### src/wss_pkg.sv
`timescale 1ns / 1ps
// ----------------------------------------------------------------------------
// wss_pkg
// Shared widths, constants, types and saturation helpers for the weighted
// sample statistics unit and its arithmetic units.
// ----------------------------------------------------------------------------
package wss_pkg;

    // parameter defaults
    localparam int SAMPLE_BITS_DEF   = 16;
    localparam int FRACTION_BITS_DEF = 8;
    localparam int DEV_FRACTION_BITS = 4;

    // fixed field widths
    localparam int TIME_W   = 32;
    localparam int WEIGHT_W = 16;
    localparam int ACC_W    = 48;
    localparam int SQS_W    = 64;
    localparam int MEAN_W   = 24;
    localparam int VAR_W    = 56;
    localparam int DEV_W    = 32;
    localparam int DATA_W   = 32;
    localparam int ADDR_W   = 2;

    // arithmetic unit widths
    localparam int DIV_NUM_W = 128;
    localparam int DIV_DEN_W = ACC_W + 1;
    localparam int DIV_CNT_W = 7;
    localparam int MUL_A_W   = SQS_W;
    localparam int MUL_B_W   = ACC_W;
    localparam int MUL_P_W   = MUL_A_W + MUL_B_W;
    localparam int MUL_CNT_W = 6;
    localparam int SQRT_X_W  = 64;
    localparam int ROOT_W    = SQRT_X_W / 2;
    localparam int ROOT_CNT_W = 5;

    // reset value of the interval length register
    localparam logic [TIME_W-1:0] INTERVAL_RESET = TIME_W'(1000);

    // clamp points
    localparam logic [MEAN_W-1:0] MEAN_CAP = {1'b1, {(MEAN_W-1){1'b0}}};
    localparam logic [DIV_NUM_W-1:0] VAR_MAX = {{(DIV_NUM_W-VAR_W){1'b0}}, {VAR_W{1'b1}}};

    // divider control
    typedef struct packed {
        logic start;
        logic wide;
    } div_ctl_t;

    // unsigned add result clamped to the accumulator width
    function automatic logic [ACC_W-1:0] sat_u48(input logic [ACC_W:0] s);
        logic [ACC_W-1:0] r;
        r = s[ACC_W] ? {ACC_W{1'b1}} : s[ACC_W-1:0];
        return r;
    endfunction

    // signed add result clamped to the signed accumulator range
    function automatic logic signed [ACC_W-1:0] sat_s48(input logic signed [ACC_W:0] s);
        logic signed [ACC_W-1:0] r;
        if (s[ACC_W] != s[ACC_W-1])
        begin
            r = s[ACC_W] ? {1'b1, {(ACC_W-1){1'b0}}} : {1'b0, {(ACC_W-1){1'b1}}};
        end
        else
        begin
            r = s[ACC_W-1:0];
        end
        return r;
    endfunction

    // fixed-point mean from a magnitude quotient, clamped to the signed range
    function automatic logic signed [MEAN_W-1:0] mean_fix(input logic neg,
                                                          input logic [63:0] quo);
        logic [MEAN_W-1:0] res;
        res = (quo > 64'(MEAN_CAP)) ? MEAN_CAP : quo[MEAN_W-1:0];
        if (neg)
        begin
            res = -res;
        end
        else if (res == MEAN_CAP)
        begin
            res = MEAN_CAP - MEAN_W'(1);
        end
        return res;
    endfunction

endpackage

### src/wss_div.sv
`timescale 1ns / 1ps
// ----------------------------------------------------------------------------
// wss_div
// Restoring divider, one quotient bit per cycle. Wide mode runs 128 steps on
// the full dividend, narrow mode 64 steps on its low half.
// ----------------------------------------------------------------------------
module wss_div
(
    input  logic                               clk,
    input  logic                               rst_n,
    input  wss_pkg::div_ctl_t                  ctl,
    input  logic [wss_pkg::DIV_NUM_W-1:0]      num,
    input  logic [wss_pkg::DIV_DEN_W-1:0]      den,
    output logic                               done,
    output logic [wss_pkg::DIV_NUM_W-1:0]      quo,
    output logic [wss_pkg::DIV_DEN_W-1:0]      rem
);

    localparam int NW = wss_pkg::DIV_NUM_W;
    localparam int DW = wss_pkg::DIV_DEN_W;

    logic                              busy_reg;
    logic                              done_reg;
    logic [wss_pkg::DIV_CNT_W-1:0]     cnt_reg;
    logic [NW-1:0]                     n_reg;
    logic [DW-1:0]                     r_reg;
    logic [DW-1:0]                     d_reg;
    logic [DW:0]                       trial;
    logic                              ge;
    logic [DW:0]                       diff;

    // one compare and subtract step
    always_comb
    begin
        trial = {r_reg, n_reg[NW-1]};
        ge    = trial >= {1'b0, d_reg};
        diff  = trial - {1'b0, d_reg};
    end

    // control
    always_ff @(posedge clk or negedge rst_n)
    begin
        if (!rst_n)
        begin
            busy_reg <= 1'b0;
            done_reg <= 1'b0;
        end
        else
        begin
            done_reg <= busy_reg && (cnt_reg == '0);
            if (ctl.start)
            begin
                busy_reg <= 1'b1;
            end
            else if (busy_reg && (cnt_reg == '0))
            begin
                busy_reg <= 1'b0;
            end
        end
    end

    // datapath
    always_ff @(posedge clk)
    begin
        if (ctl.start)
        begin
            n_reg   <= ctl.wide ? num : {num[NW/2-1:0], {(NW/2){1'b0}}};
            cnt_reg <= ctl.wide ? wss_pkg::DIV_CNT_W'(NW - 1)
                                : wss_pkg::DIV_CNT_W'(NW / 2 - 1);
            r_reg   <= '0;
            d_reg   <= den;
        end
        else if (busy_reg)
        begin
            n_reg   <= {n_reg[NW-2:0], ge};
            r_reg   <= ge ? diff[DW-1:0] : trial[DW-1:0];
            cnt_reg <= cnt_reg - wss_pkg::DIV_CNT_W'(1);
        end
    end

    assign done = done_reg;
    assign quo  = n_reg;
    assign rem  = r_reg;

endmodule

### config.mk
export PLATFORM = sky130hd
export DESIGN_NAME = wss_div
export DESIGN_NICKNAME = d
export VERILOG_FILES = /design/src/wss_pkg.sv /design/src/wss_div.sv
export SDC_FILE = /design/constraint.sdc
export NUM_CORES = 1
export LEC_CHECK = 0
export ABC_AREA = 1
export BUFFER_PORTS_ARGS = -buffer_cell sky130_fd_sc_hd__buf_2
export CAP_MARGIN = 40
export CORE_AREA = 2 2 176 351
export DETAILED_ROUTE_END_ITERATION = 10
export DIE_AREA = 0 0 178 353
export GPL_ROUTABILITY_DRIVEN = 0
export PLACE_DENSITY_LB_ADDON = 0.12
export SYNTH_ARGS = -nofsm -noshare
export SYNTH_HDL_FRONTEND = slang
export SYNTH_SLANG_ARGS = --single-unit
### constraint.sdc
create_clock -name clk -period 5.15 [get_ports clk]
set_input_delay 0.515 -clock clk [delete_from_list [all_inputs] [get_ports clk]]
set_output_delay 0.515 -clock clk [all_outputs]
set_load 0.01 [all_outputs]
; ---- After elaboration in Yosys (flattened, before gate mapping)
; Cells that the tools add are included.
[word_totals]
reg_bits = 235
output_inout_bits = 178
wordCells = 22
[op_classes]
n_reduce_logical = 4
add_sub_neg = 2
n_lt_le_gt_ge = 1
mux = 9
[ops]
columns = op, n
row1 = two-way mux 128 bit, 3
row2 = >= comparator 50 x 49 -> 1 bit, 1
row3 = two-way mux 49 bit, 1
row4 = subtractor 49 bit, 1
row5 = two-way mux 7 bit, 3
row6 = zero test 7 bit, 1
row7 = "subtractor 7 x 1 -> 7 bit, second input constant", 1
row8 = nonzero test 2 bit, 2
row9 = two-way mux 1 bit, 2
row10 = logical AND 1 bit, 1

; ---- Logic depth before layout (Yosys ltp)
[logic_depth]
ltp_word = 4
depth_mapped = 17

; ---- Worst setup path after synthesis
; OpenSTA, ideal clock, no wires.
[synth_path]
path_kind = input to register
start = in ctl[1] (netlist bit)
end = reg cnt_reg[0] (netlist bit) (enable)
slack_ps = 929
cell_stages = 4
arrival_ps = 3733
setup_time_ps = 487
t_required_ps = 4663
cell_sequence = clkbuf_1 nor2_1 clkbuf_1 inv_1
[synth_between]
elab_chain_cells = 1
[synth_lines]
columns = element, line_no
row1 = start: declaration, wss_div.sv:11  ; input wss_pkg::div_ctl_t ctl,
row2 = nonzero test 2 bit (no source line), --
row3 = end signal: assignment, wss_div.sv:68  ; cnt_reg <= ctl.wide ? wss_pkg::DIV_CNT_W'(NW - 1)
row4 = end signal: assignment, wss_div.sv:77  ; cnt_reg <= cnt_reg - wss_pkg::DIV_CNT_W'(1);
row5 = end: declaration, wss_div.sv:24  ; logic [wss_pkg::DIV_CNT_W-1:0] cnt_reg;
; Every way passes these cells.
; A chain may end at the register's enable or synchronous reset.

; ---- Worst setup path in the final report
[layout_path]
start = reg n_reg[127] (netlist: quo[127])
end = reg r_reg[9] (netlist: rem[9])
[layout_between]
elab_chain_cells = 2
elab_cells_between_ends = 3
cone_classes = add/sub (1) / order compare (1) / mux (1)
[layout_lines]
columns = element, line_no
row1 = start: declaration, wss_div.sv:25  ; logic [NW-1:0] n_reg;
row2 = start signal: assignment, wss_div.sv:67  ; n_reg <= ctl.wide ? num : {num[NW/2-1:0], {(NW/2){1'b0}}};
row3 = start signal: assignment, wss_div.sv:75  ; n_reg <= {n_reg[NW-2:0], ge};
row4 = subtractor 49 bit or >= comparator 50 x 49 -> 1 bit (tied branches), "wss_div.sv:37, wss_div.sv:36"
row5 = two-way mux 49 bit (*), wss_div.sv:76  ; r_reg <= ge ? diff[DW-1:0] : trial[DW-1:0];
row6 = end signal: assignment, wss_div.sv:76
row7 = end: declaration, wss_div.sv:26  ; logic [DW-1:0] r_reg;
; Mark *: on every way between the ends. The rest lies on a longest branch, timed or not.

==> results.md <==
* Status: complete, no violations
* TNS Setup at 0 ns
* Grt ovf at 0
* Critical-path cell list: inv_1, ha_1, inv_1, fa_1, nand3_1, nand3_2, nand2_1, nand2_1, nand2_2, buf_4, nand4_1, nand3_1, nand2_1
* Longest Clk Path Bufs at 3
* Clk sinks at about 240
* Area leader, netlist: edfxtp_1
* Critical Path RT at 5.64 ns
* Drt initial violations at 766
* Worst vdd ir at roughly 0.26 mV
* Syn Area/Cell at between 7 and 8 um2
* Leak Pwr at approximately 0.0096 uW
* Pwr Total at 4914 uW
* Mapped Area at around 0.015 mm2
* Synth unique cells at 34
* Post-DRT Antenna Nets at 0
* Flops & latches, synth at around 240
* Vias in the first global route at 13,850
* Post-Route WL at 55,330 um
* Total number of vias at 13,980
* DP Wirelength at about 42,000 um
* Initial antenna violation count at 6
* Post-Place Setup Slack at 2.106 ns
* Final Max Slew Viols at 0
* Util after Layout at a little over 30%
* DR WL/cell at 17.11 um
* Type of the tightest min-delay check: primary input to flop
* GRT Overall Usage at roughly 17%
* Yosys warnings at 0
* Peak Freq at between 0.3 and 0.4 GHz
* Width of the die at 178 um
* Synth cell count leaders: nand2_1 (661), inv_1 (407), nor2_1 (217)
* First-pass GRT wire length at just over 80,000 um
* Ports at about 360
* Core Area at ~0.06 mm2
* Fin. Hold Viols at 0
* Fill cell count at just under 7,000
* Critical Path End Type: flop
* CP Launch Type: flop
* Seq/Total Area, Yosys at 43.99%
* Max Fanout on Critical Path at slightly below 50
* Worst Skew at 0.02561 ns
* P&R area growth vs syn at 23.50%
* CTS H-tree lvls at 1
* Starting Density at between 20% and 30%
* Most common cell on crit path: nand2_1
* Most frequent cell after synthesis: nand2_1
* WP data arrival at between 3 and 4 ns
* Maxcap violations at 0
* Clk root buf: clkbuf_16
* Port buffer count at about 360
* Slew @ Worst Pin at about 0.8 ns
* Vias per cell at between 4 and 5
* CP peak stage delay at 0.51 ns
* Most used DFF post-synth: edfxtp_1
* Yosys top cell area share at a little under two fifths
* R2r setup slk at between 2 and 2.5 ns
* Top cells by area, synth: edfxtp_1 (37%), nand2_1 (17%), inv_1 (10%)
* Syn Inst Count at approximately 2,100
* Final cycle utilization of the critical path at about 58%
* Hold_ws at around 0.084 ns
* EDFF count, synth at roughly 180
* Die height at 353 um
* Clock slew at reported path FFs at around 0.060 ns
* Die area at between 0.06 and 0.07 mm2
* Share of cells above drive strength 1 at between 10% and 20%
* Final net count at around 2,700
* Largest net degree at the start of global routing at 95
* CTS tree: built
* Std-Cell Rows at roughly 130
* Slowest-stage cell, CP: buf_4
* Setup Buffers After CTS at 0
* Ys async rst share at 0.8511%
* Finish-stage setup viols at 0
* Synthesized net count at approximately 2,300
* Power per Cell Area at about 270 mW/mm2
* Clk Latency, worst-skew pair at 0.60 ns
* Min Clock Period, post-route at 2.967 ns
* Setup ws final at about 2.2 ns
* Crit Path Class: flop to flop
* RSZ-0062 raised after global routing: false
* DR pass1 iterations at 5
* Cts bufs inserted at 27
* # DRC at 0
* Slew headroom at a little under half
* Max reg flops at 128
[metrics by stage]
| step | instance area, um2 | cells |
|---|---|---|
| after global placement | 17490 | 3179 |
| final | 18410 | 3234 |
| after global routing | 18410 | 3233 |
| after detailed placement | 17510 | 3180 |
| after CTS | 18400 | 3231 |
| after floorplan | 14910 | 2101 |
[layout by cell type (no fill, tap or decap), types with 7 or more instances in the layout]
| master | count |
|---|---|
| a21oi_1 | 95 |
| dfxtp_1 | 49 |
| edfxtp_1 | 184 |
| buf_2 | 356 |
| nor2_1 | 215 |
| o21ai_0 | 131 |
| buf_4 | 13 |
| nand4_1 | 62 |
| nor2_2 | 10 |
| clkinv_1 | 7 |
| nand3_1 | 94 |
| ha_1 | 50 |
| nand2_1 | 660 |
| inv_1 | 406 |
| clkbuf_16 | 27 |
| xnor2_1 | 26 |
| nand2_2 | 7 |
| inv_2 | 10 |
[worst paths after layout]
check | start | endpoint | depth (start not counted)
worst max-delay path | quo[127] | rem[9] | 13
worst min-delay path | den[38] | d_reg[38] | 1
worst max register to register | quo[127] | rem[9] | 13
worst min register to register | cnt_reg[6] | done | 1
max in group asynchronous | rst_n | done | 2
min in group asynchronous | rst_n | busy_reg | 2
[worst max-delay path, delay by kind of cell, from the launching register on]
kind / cells / cell delay, ns
buffers and inverters: 3 / 0.72
adder cells (fa/ha/maj): 2 / 0.60
flip-flops: 1 / 0.40
AND/OR/NAND/NOR: 8 / 1.13
[cell type report]
cell class              count  area [um2]  area share, %
repair buffers            373        1941          10.54
inverters                 417        1570          8.530
well taps                 780       975.9          5.302
flip-flops and latches    235        6556          35.62
multi-input cells        1376        6476          35.18
diodes                      3       7.507        0.04078
clock inverters            15       135.1         0.7341
clock buffers              35       745.7          4.051
[kinds of logic after synthesis]
family          after synthesis  synth area share, %
compound gates              228                7.698
buf+inv                     490                12.73
flops                       235                43.99
xor+xnor                     26                1.528
fa+ha+maj                    51                4.331
simple gates               1071                29.72
[per-layer routing]
layer | vias up | part of all wire (%) | track usage [%]
li1 | 7235 | - | -
met2 | 366 | 47 | 28.59
met3 | 51 | 6.1 | 3.262
met1 | 6317 | 45 | 22.29
met5 | - | 0.072 | 0
met4 | 6 | 1.9 | 4.541
[power breakdown]
group          leakage (uW)  switching (uW)  internal [uW]  total (uW)
Clock              0.000435             874           1120        1990
Combinational       0.00675             414            240         654
Sequential          0.00237            70.1           2190        2260
[what timing repair did]
item | in CTS | in global routing
setup endpoints to repair | 0 | 0
hold buffers | 1 | 0
resized for setup | 0 | 0
hold endpoints to repair | 2 | 0
No activity file was read; power rests on OpenSTA's default activity.
