[src/wss_pkg.sv]
`timescale 1ns / 1ps
// ----------------------------------------------------------------------------
// wss_pkg
// Shared widths, constants, types and saturation helpers for the weighted
// sample statistics unit and its arithmetic units.
// ----------------------------------------------------------------------------
package wss_pkg;

    // parameter defaults
    localparam int SAMPLE_BITS_DEF   = 16;
    localparam int FRACTION_BITS_DEF = 8;
    localparam int DEV_FRACTION_BITS = 4;

    // fixed field widths
    localparam int TIME_W   = 32;
    localparam int WEIGHT_W = 16;
    localparam int ACC_W    = 48;
    localparam int SQS_W    = 64;
    localparam int MEAN_W   = 24;
    localparam int VAR_W    = 56;
    localparam int DEV_W    = 32;
    localparam int DATA_W   = 32;
    localparam int ADDR_W   = 2;

    // arithmetic unit widths
    localparam int DIV_NUM_W = 128;
    localparam int DIV_DEN_W = ACC_W + 1;
    localparam int DIV_CNT_W = 7;
    localparam int MUL_A_W   = SQS_W;
    localparam int MUL_B_W   = ACC_W;
    localparam int MUL_P_W   = MUL_A_W + MUL_B_W;
    localparam int MUL_CNT_W = 6;
    localparam int SQRT_X_W  = 64;
    localparam int ROOT_W    = SQRT_X_W / 2;
    localparam int ROOT_CNT_W = 5;

    // reset value of the interval length register
    localparam logic [TIME_W-1:0] INTERVAL_RESET = TIME_W'(1000);

    // clamp points
    localparam logic [MEAN_W-1:0] MEAN_CAP = {1'b1, {(MEAN_W-1){1'b0}}};
    localparam logic [DIV_NUM_W-1:0] VAR_MAX = {{(DIV_NUM_W-VAR_W){1'b0}}, {VAR_W{1'b1}}};

    // divider control
    typedef struct packed {
        logic start;
        logic wide;
    } div_ctl_t;

    // unsigned add result clamped to the accumulator width
    function automatic logic [ACC_W-1:0] sat_u48(input logic [ACC_W:0] s);
        logic [ACC_W-1:0] r;
        r = s[ACC_W] ? {ACC_W{1'b1}} : s[ACC_W-1:0];
        return r;
    endfunction

    // signed add result clamped to the signed accumulator range
    function automatic logic signed [ACC_W-1:0] sat_s48(input logic signed [ACC_W:0] s);
        logic signed [ACC_W-1:0] r;
        if (s[ACC_W] != s[ACC_W-1])
        begin
            r = s[ACC_W] ? {1'b1, {(ACC_W-1){1'b0}}} : {1'b0, {(ACC_W-1){1'b1}}};
        end
        else
        begin
            r = s[ACC_W-1:0];
        end
        return r;
    endfunction

    // fixed-point mean from a magnitude quotient, clamped to the signed range
    function automatic logic signed [MEAN_W-1:0] mean_fix(input logic neg,
                                                          input logic [63:0] quo);
        logic [MEAN_W-1:0] res;
        res = (quo > 64'(MEAN_CAP)) ? MEAN_CAP : quo[MEAN_W-1:0];
        if (neg)
        begin
            res = -res;
        end
        else if (res == MEAN_CAP)
        begin
            res = MEAN_CAP - MEAN_W'(1);
        end
        return res;
    endfunction

endpackage

[src/wss_mul.sv]
`timescale 1ns / 1ps
// ----------------------------------------------------------------------------
// wss_mul
// Shift-and-add multiplier, one multiplier bit per cycle, 48 steps.
// ----------------------------------------------------------------------------
module wss_mul
(
    input  logic                             clk,
    input  logic                             rst_n,
    input  logic                             start,
    input  logic [wss_pkg::MUL_A_W-1:0]      a,
    input  logic [wss_pkg::MUL_B_W-1:0]      b,
    output logic                             done,
    output logic [wss_pkg::MUL_P_W-1:0]      prod
);

    localparam int PW = wss_pkg::MUL_P_W;

    logic                              busy_reg;
    logic                              done_reg;
    logic [wss_pkg::MUL_CNT_W-1:0]     cnt_reg;
    logic [PW-1:0]                     acc_reg;
    logic [PW-1:0]                     a_reg;
    logic [wss_pkg::MUL_B_W-1:0]       b_reg;

    // control
    always_ff @(posedge clk or negedge rst_n)
    begin
        if (!rst_n)
        begin
            busy_reg <= 1'b0;
            done_reg <= 1'b0;
        end
        else
        begin
            done_reg <= busy_reg && (cnt_reg == '0);
            if (start)
            begin
                busy_reg <= 1'b1;
            end
            else if (busy_reg && (cnt_reg == '0))
            begin
                busy_reg <= 1'b0;
            end
        end
    end

    // accumulate shifted multiplicand per set multiplier bit
    always_ff @(posedge clk)
    begin
        if (start)
        begin
            acc_reg <= '0;
            a_reg   <= PW'(a);
            b_reg   <= b;
            cnt_reg <= wss_pkg::MUL_CNT_W'(wss_pkg::MUL_B_W - 1);
        end
        else if (busy_reg)
        begin
            if (b_reg[0])
            begin
                acc_reg <= acc_reg + a_reg;
            end
            a_reg   <= {a_reg[PW-2:0], 1'b0};
            b_reg   <= {1'b0, b_reg[wss_pkg::MUL_B_W-1:1]};
            cnt_reg <= cnt_reg - wss_pkg::MUL_CNT_W'(1);
        end
    end

    assign done = done_reg;
    assign prod = acc_reg;

endmodule

[config.mk]
export PLATFORM = sky130hd
export DESIGN_NAME = wss_mul
export DESIGN_NICKNAME = d
export VERILOG_FILES = /design/src/wss_pkg.sv /design/src/wss_mul.sv
export SDC_FILE = /design/constraint.sdc
export NUM_CORES = 1
export LEC_CHECK = 0
export ABC_AREA = 0
export BUFFER_PORTS_ARGS = -buffer_cell sky130_fd_sc_hd__buf_4
export CORE_MARGIN = 5
export CORE_UTILIZATION = 54
export DETAILED_ROUTE_END_ITERATION = 7
export PLACE_DENSITY = 0.86
export SETUP_SLACK_MARGIN = 0.4
export SYNTH_ARGS = -nofsm -noshare
export SYNTH_HDL_FRONTEND = slang
export SYNTH_SLANG_ARGS = --single-unit
[constraint.sdc]
create_clock -name clk -period 3.55 [get_ports clk]
set_clock_uncertainty 0.15 [all_clocks]
set_input_delay 0.5325 -clock clk [delete_from_list [all_inputs] [get_ports clk]]
set_output_delay 0.5325 -clock clk [all_outputs]
set_load 0.005 [all_outputs]
# Yosys cells after proc, flatten, opt, wreduce, memory -nomap -nowiden
# Index checks and enable logic that the tools add are counted.
# word_totals
ff_bits,280
inputBits,115
out_inout_bits,113
wordCells,20
# op_classes
n_addsub,2
mux,6
reduce_logical,5
# op_table
cell,n
64-bit two-way mux,2
112-bit adder,1
48-bit two-way mux,2
6-bit logical NOT,1
6-bit by 1-bit subtractor with 6-bit output (second input constant),1
2-bit nonzero test,2
1-bit two-way mux,2
2-bit AND reduction,1
1-bit logical AND,1

# Longest topological paths before layout
# Gate-level depths: netlist of run 1.
# depth
word_depth,4
depth_mapped,13
mapped_depth_nobuf,13

# Least setup slack after synthesis of run 1
# OpenSTA, ideal clock, no wires.
# synth_timing
kind,flip-flop to flip-flop
from,register a_reg[0]
to,register acc_reg[106] (netlist: prod[106])
setup_ns,0.117
t_arrival_ns,3.072
required_time_ns,3.283
slack_ns,0.210
path_stages_with_launch,14
cell_sequence,edfxtp_1 > ha_1 > fa_1 > a21o_1 > a221oi_2 > nor4_1 > o211ai_2 > a21oi_2 > and4_4 > o211ai_2 > and4_4 > nor3b_1 > or3_1 > a32o_1
# synth_between
elab_chain_cells,1
# synth_rtl
element,line,text
start: declaration,wss_mul.sv:23,logic [PW-1:0] a_reg;
start signal: assignment,wss_mul.sv:54,a_reg <= PW'(a);
start signal: assignment,wss_mul.sv:64,"a_reg <= {a_reg[PW-2:0], 1'b0};"
112-bit adder,wss_mul.sv:62,acc_reg <= acc_reg + a_reg;
end signal: assignment,wss_mul.sv:62,
end: declaration,wss_mul.sv:22,logic [PW-1:0] acc_reg;
# No other way between the ends.
# A chain may end at the register's enable or synchronous reset.

# Final worst setup path of run 1
# layout_timing
from,register a_reg[0]
to,register acc_reg[52] (netlist: prod[52])
# The elaborated chain is that of the path after synthesis.

==> results of run 1 <==
[worst max-delay path by stage]
stage | start | to | slack [ns] | depth (start not counted)
after detailed placement | a_reg[30] | prod[111] | -0.19 | 12
after CTS | a_reg[0] | prod[106] | 0.11 | 14
after global placement | a_reg[0] | prod[106] | 0.06 | 14
after floorplan | a_reg[0] | prod[106] | 0.26 | 13
after global routing | a_reg[0] | prod[52] | -0.16 | 16
final | a_reg[0] | prod[52] | -0.05 | 16
[stage by stage]
stage	std cells	setup TNS (ns)	total power [µW]	cell area (µm²)
after global placement	2625	0	7740	20300
final	2736	-0.0460	12200	23000
after CTS	2714	0	11700	22200
after global routing	2736	-0.806	12700	23000
after detailed placement	2625	-0.256	7830	20300
after floorplan	1976	0	6440	17800
[critical path, delay by kind of cell (launching register included)]
kind	cells	cell delay (ns)
compound gates	7	1.40
buf+inv	4	0.59
fa+ha+maj	2	0.53
flops	1	0.43
simple gates	2	0.19
xor+xnor	1	0.19
[cell usage in the layout, fill, tap and decap left out, drive strengths merged, types with 7 or more instances in the layout]
| cell type | n |
|---|---|
| clkbuf | 45 |
| mux2i | 49 |
| xnor2 | 63 |
| a221oi | 9 |
| o31ai | 8 |
| xor2 | 37 |
| clkinv | 10 |
| nor3 | 26 |
| dfxtp | 166 |
| o21bai | 46 |
| nor2 | 144 |
| nand4 | 61 |
| buf | 373 |
| a21boi | 8 |
| edfxtp | 112 |
| o211ai | 10 |
| o21ai | 126 |
| a31oi | 7 |
| o21a | 7 |
| nand2 | 265 |
| a211oi | 7 |
| inv | 37 |
| nor2b | 12 |
| mux2 | 111 |
| nand2b | 14 |
| and3 | 14 |
| nand3 | 21 |
| a21o | 71 |
| and4 | 7 |
| ha | 112 |
| nor4 | 10 |
| a21oi | 230 |
[cell families after synthesis]
group / synth area share (%)
flip-flops: 37.8
XOR/XNOR: 4.92
adder cells (fa/ha/maj): 7.98
AO/OA/AOI/OAI: 20.0
buffers and inverters: 3.94
AND/OR/NAND/NOR: 15.5
multiplexers: 9.77
[layer usage]
metal	vias to the layer above	track usage, %
li1	7772	-
met1	7992	37.5
met2	837	46.4
met3	193	5.63
met4	6	11.0
met5	-	0
[layout make-up]
type / count / area (µm²)
Inverter: 35 / 131
Sequential cell: 280 / 6740
Clock buffer: 44 / 948
Multi-Input combinational cell: 1542 / 11500
Fill cell: 2370 / 9530
Tap cell: 442 / 553
Timing Repair Buffer: 375 / 2930
Clock inverter: 18 / 190
[power by group through the flow]
stage,Clock (µW),Sequential (µW),Combinational [µW]
floorplan,0,3960,2470
global placement,0,4030,3710
detailed placement,0,4040,3790
CTS,3600,4000,4060
global route,3740,4070,4870
finish,3570,4040,4550
[repair_timing]
action                                  4_1_cts  5_1_grt
gates resized for setup                     129      138
hold buffers                                  1        0
setup buffers                                26       22
endpoints found under the hold margin         2        0
pin swaps                                    62       71
endpoints found under the setup margin       61       76
==> flow_metrics.env, run 1 <==
export IMPL_holdCritPathClass="input pin to flip-flop"
export IMPL_fin_nets=2496
export IMPL_crit_type="flip-flop to flip-flop"
export IMPL_io_pins=228
export IMPL_drv_slew=0
export IMPL_fin_crit_ns=3.60
export IMPL_min_path_cells=2
export IMPL_min_period_over_period_pct=101
export IMPL_p_int_uw=7960
export IMPL_r2r_end="prod[52]"
export IMPL_synth_top_area_share_pct=18.9
export IMPL_n_antenna_cell=0
export IMPL_remaining_drc_errors=0
export IMPL_crit_chain="ha_4 > fa_2 > a21o_1 > a221oi_2 > buf_4 > buf_4 > o311a_4 > nor3_4 > o21ai_4 > nand2_2 > buf_6 > a21o_1 > a21oi_2 > buf_4 > xor2_1 > o21ai_1"
export IMPL_track_usage_pct=28.4
export IMPL_async_reset_ff_share_pct=0.714
export IMPL_die_area_um2=36700
export IMPL_p_switching_uw=4210
export IMPL_routed_top_layer="met5"
export IMPL_critPathMaxFanout=3
export IMPL_swShare_pct=34.6
export IMPL_path_clk_slew_ns=0.07
export IMPL_outcome="finished, violations left"
export IMPL_r2r_cells=16
export IMPL_setup_viol=1
export IMPL_cts_root_buffer="clkbuf_16"
export IMPL_power_density_nw_per_um2=529
export IMPL_numPortBuffers=227
export IMPL_relSlewSlack_pct=34.2
export IMPL_yosys_register_bits=280
export IMPL_ctsHtreeMaxLevel=2
export IMPL_cp_start_kind="flip-flop"
export IMPL_rsz0062_at_grt="true"
export IMPL_wl_met2_um=26300
export IMPL_violations="setup timing"
export IMPL_crit_top_cell="buf_4"
export IMPL_p_clk_share_pct=29.4
export IMPL_gr_total_overflow=0
export IMPL_worst_slack_ns=-0.0460
export IMPL_cts_max_path_buffers=3
export IMPL_hold_path_startpoint="a[29]"
export IMPL_first_global_vias=16282
export IMPL_first_pass_iters=6
export IMPL_syn_nets=2204
export IMPL_synth_edff_count=112
export IMPL_drt_wl_total_um=56000
export IMPL_grt_first_pass_wirelength_um=85100
export IMPL_cts_sinks=280
export IMPL_ys_flop_type="dfxtp_1"
export IMPL_drtIter0Drc=1585
export IMPL_cpPeakStageDelay_ns=0.43
export IMPL_cp_arrival_ns=3.85
export IMPL_die_height_um=192
export IMPL_yosys_warnings=0
export IMPL_synth_commonest_cells="264 x nand2_1, 226 x a21oi_1, 166 x dfxtp_1"
export IMPL_via_count=16800
export IMPL_tightest_slew_ns=0.984
export IMPL_cts_tree="yes"
export IMPL_maxCapViolCount=0
export IMPL_critPathRequiredTime_ns=3.81
export IMPL_critPathCaptureType="flip-flop"
export IMPL_gp_congestion=0.983
export IMPL_initial_core_util_pct=54.7
export IMPL_core_um2=32500
export IMPL_antenna_found_initial=3
export IMPL_min_to="a_reg[29]"
export IMPL_met1_length_um=22300
export IMPL_critPathSlowestCell="edfxtp_1"
export IMPL_wl_met3_um=5030
export IMPL_grt_max_degree=92
export IMPL_yosysSeqAreaShare_pct=37.8
export IMPL_r2r_start="a_reg[0]"
export IMPL_ir_drop_mv=0.467
export IMPL_synth_top_area_cell="edfxtp_1"
export IMPL_clkLatencyLatePin_ns=0.53
export IMPL_leakage_uw=0.00996
export IMPL_max_freq_mhz=278
export IMPL_postRouteAntennaNets=0
export IMPL_synth_area_per_cell_um2=9.01
export IMPL_pre_cts_ws_ns=-0.193
export IMPL_via_per_inst=6.14
export IMPL_hold_viol_final=0
export IMPL_fp_dieW_um=192
export IMPL_wire_per_inst_um=20.5
export IMPL_hold_ws_ns=0.159
export IMPL_syn_inst=1976
export IMPL_drive_above_1_share_pct=32.2
export IMPL_cts_buffers=34
export IMPL_rrSetupSlack_ns=-0.05
export IMPL_synthTopCellsByArea="edfxtp_1 19%, dfxtp_1 19%, ha_1 7.9%"
export IMPL_final_util_pct=70.7
export IMPL_fp_row_count=66
export IMPL_yosys_cell_types_count=91
export IMPL_power_frac_comb_pct=37.4
export IMPL_share_seq_of_total_power_pct=33.2
export IMPL_synthesis_area_um2=17800
export IMPL_area_delta_synth_final_pct=29.2
export IMPL_dpl_hpwl_um=39000
export IMPL_synth_most_common_cell="nand2_1"
No activity file was read; power rests on OpenSTA's default activity.
==> run 2: changes to the inputs <==
--- a/config.mk
+++ b/config.mk
@@ -8,9 +8,9 @@
 export ABC_AREA = 0
 export BUFFER_PORTS_ARGS = -buffer_cell sky130_fd_sc_hd__buf_4
 export CORE_MARGIN = 5
-export CORE_UTILIZATION = 54
+export CORE_UTILIZATION = 40
 export DETAILED_ROUTE_END_ITERATION = 7
-export PLACE_DENSITY = 0.86
+export PLACE_DENSITY = 0.67
 export SETUP_SLACK_MARGIN = 0.4
 export SYNTH_ARGS = -nofsm -noshare
 export SYNTH_HDL_FRONTEND = slang
==> constraint.sdc (replaced) <==
create_clock -name clk -period 4.6 [get_ports clk]
set_clock_uncertainty 0.15 [all_clocks]
set_input_delay 0.69 -clock clk [delete_from_list [all_inputs] [get_ports clk]]
set_output_delay 0.69 -clock clk [all_outputs]
set_load 0.005 [all_outputs]
==> run 2 against run 1 <==
Critical path depth fell by 4. Worst hold slack improved by 0.11 ns. Critical path type unchanged. Critical endpoint is now prod[109]. The flow now finishes without violations. Setup slack improved by 0.73 ns.
==> flow_metrics.env, run 2 (synthesis results as in run 1) <==
export IMPL_fp_row_count=77
export IMPL_fin_crit_ns=3.92
export IMPL_leakage_uw=0.00920
export IMPL_drtIter0Drc=1228
export IMPL_antenna_found_initial=3
export IMPL_critPathMaxFanout=7
export IMPL_r2r_start="a_reg[8]"
export IMPL_area_sequential_um2=6740
export IMPL_finalSetupTns_ns=0
export IMPL_setup_viol=0
export IMPL_rsz0062_at_grt="false"
export IMPL_ctsHtreeMaxLevel=2
export IMPL_critPathCaptureType="flip-flop"
export IMPL_ir_drop_mv=0.329
export IMPL_drive_above_1_share_pct=21.5
export IMPL_first_global_vias=15186
export IMPL_maxCapViolCount=0
export IMPL_outcome="complete, no violations"
export IMPL_n_antenna_cell=0
export IMPL_wire_per_inst_um=19.4
export IMPL_final_common_cell="nand2_1"
export IMPL_pre_cts_ws_ns=0.700
export IMPL_path_clk_slew_ns=0.06
export IMPL_cp_arrival_ns=4.18
export IMPL_hold_ws_ns=0.273
export IMPL_fp_dieW_um=221
export IMPL_min_period_over_period_pct=85.1
export IMPL_io_pins=228
export IMPL_core_um2=44100
export IMPL_fin_area_um2=21100
export IMPL_crit_type="flip-flop to flip-flop"
export IMPL_worst_slack_ns=0.683
export IMPL_via_count=15315
export IMPL_cts_root_buffer="clkbuf_16"
export IMPL_critPathRequiredTime_ns=4.87
export IMPL_cp_start_kind="flip-flop"
export IMPL_area_delta_synth_final_pct=18.6
export IMPL_numPortBuffers=227
export IMPL_die_height_um=221
export IMPL_fillerInstances=4309
export IMPL_dpl_hpwl_um=39900
export IMPL_die_area_um2=48800
export IMPL_grt_first_pass_wirelength_um=83600
export IMPL_fin_nets=2363
export IMPL_postRouteAntennaNets=0
export IMPL_hold_path_startpoint="b[47]"
export IMPL_power_density_nw_per_um2=420
export IMPL_crit_start="a_reg[8]"
export IMPL_gr_total_overflow=0
export IMPL_cts_buffers=37
export IMPL_holdCritPathClass="input pin to flip-flop"
export IMPL_cts_tree="yes"
export IMPL_multi_input_comb_area_um2=10400
export IMPL_initial_core_util_pct=40.4
export IMPL_grt_max_degree=89
export IMPL_place_area_um2=19800
export IMPL_remaining_drc_errors=0
export IMPL_cts_sinks=280
export IMPL_relSlewSlack_pct=34.7
export IMPL_tightest_slew_ns=0.976
export IMPL_clkLatencyLatePin_ns=0.56
export IMPL_cts_max_path_buffers=3
export IMPL_via_per_inst=5.56
export IMPL_hold_viol_final=0
export IMPL_final_cell_mix="263 x nand2_1, 236 x buf_4, 226 x a21oi_1, 166 x dfxtp_1, 141 x nor2_1"
export IMPL_post_cts_resized=0
export IMPL_drv_slew=0
export IMPL_drt_wl_total_um=53400
export IMPL_max_freq_mhz=255
export IMPL_first_pass_iters=5
export IMPL_track_usage_pct=20.7
export IMPL_gp_congestion=0.929
[run 2: changes by cell type in the layout (fill, tap and decap cells not counted), sizes merged]
cell,before,now
bufinv,3,6
clkinvlp,3,2
buf,373,237
clkinv,10,12
[run 2: final cells by class]
type | instances | share of cell area [%]
repair buffers | 239 | 8.60
well taps | 592 | 3.51
clock inverters | 22 | 1.39
flip-flops and latches | 280 | 31.9
clock buffers | 44 | 4.79
inverters | 35 | 0.622
multi-input cells | 1542 | 49.2
[run 2: timing repair]
item	4_1_cts	5_1_grt
setup buffers	0	0
hold endpoints to repair	2	0
hold buffers	1	0
[run 2: path summary, 6_finish.rpt]
kind | cells past startpoint | end | slack (ns)
hold / removal | 2 | b_reg[47] | 0.27
setup reg to reg | 12 | prod[109] | 0.68
min in group asynchronous | 2 | done | 0.32
hold reg to reg | 1 | done | 0.31
setup / recovery | 12 | prod[109] | 0.68
max in group asynchronous | 2 | busy_reg | 3.88
[run 2: worst max-delay path: stages, from the launching register on]
cell	delay [ns]
edfxtp_1	0.40
ha_1	0.42
nand4_1	0.14
nor3_1	0.53
o311ai_1	0.20
nand3_2	0.16
a311oi_2	0.16
a211oi_2	0.52
and3_4	0.33
nor2_4	0.06
o31ai_1	0.33
mux2i_1	0.22
o311ai_0	0.14
[run 2: report_power, final]
group / internal, µW / switching (µW)
Clock: 1910 / 1180
Sequential: 2860 / 209
Combinational: 1150 / 1560
[run 2: stage by stage]
stage,util (%),power [µW],cells
6_report,47.9,8870,2754
5_1_grt,47.9,9330,2754
4_1_cts,47.9,8940,2754
3_5_place_dp,44.9,5790,2687
3_3_place_gp,44.9,5770,2687
2_1_floorplan,-,4970,1976
[run 2: metal layers]
metal,global-route usage (%),routed length [µm],vias to the layer above
met5,0,41,-
met4,7.88,1870,6
met3,4.53,3580,95
met2,33.4,24300,482
met1,27.4,23600,7219
li1,-,-,7513
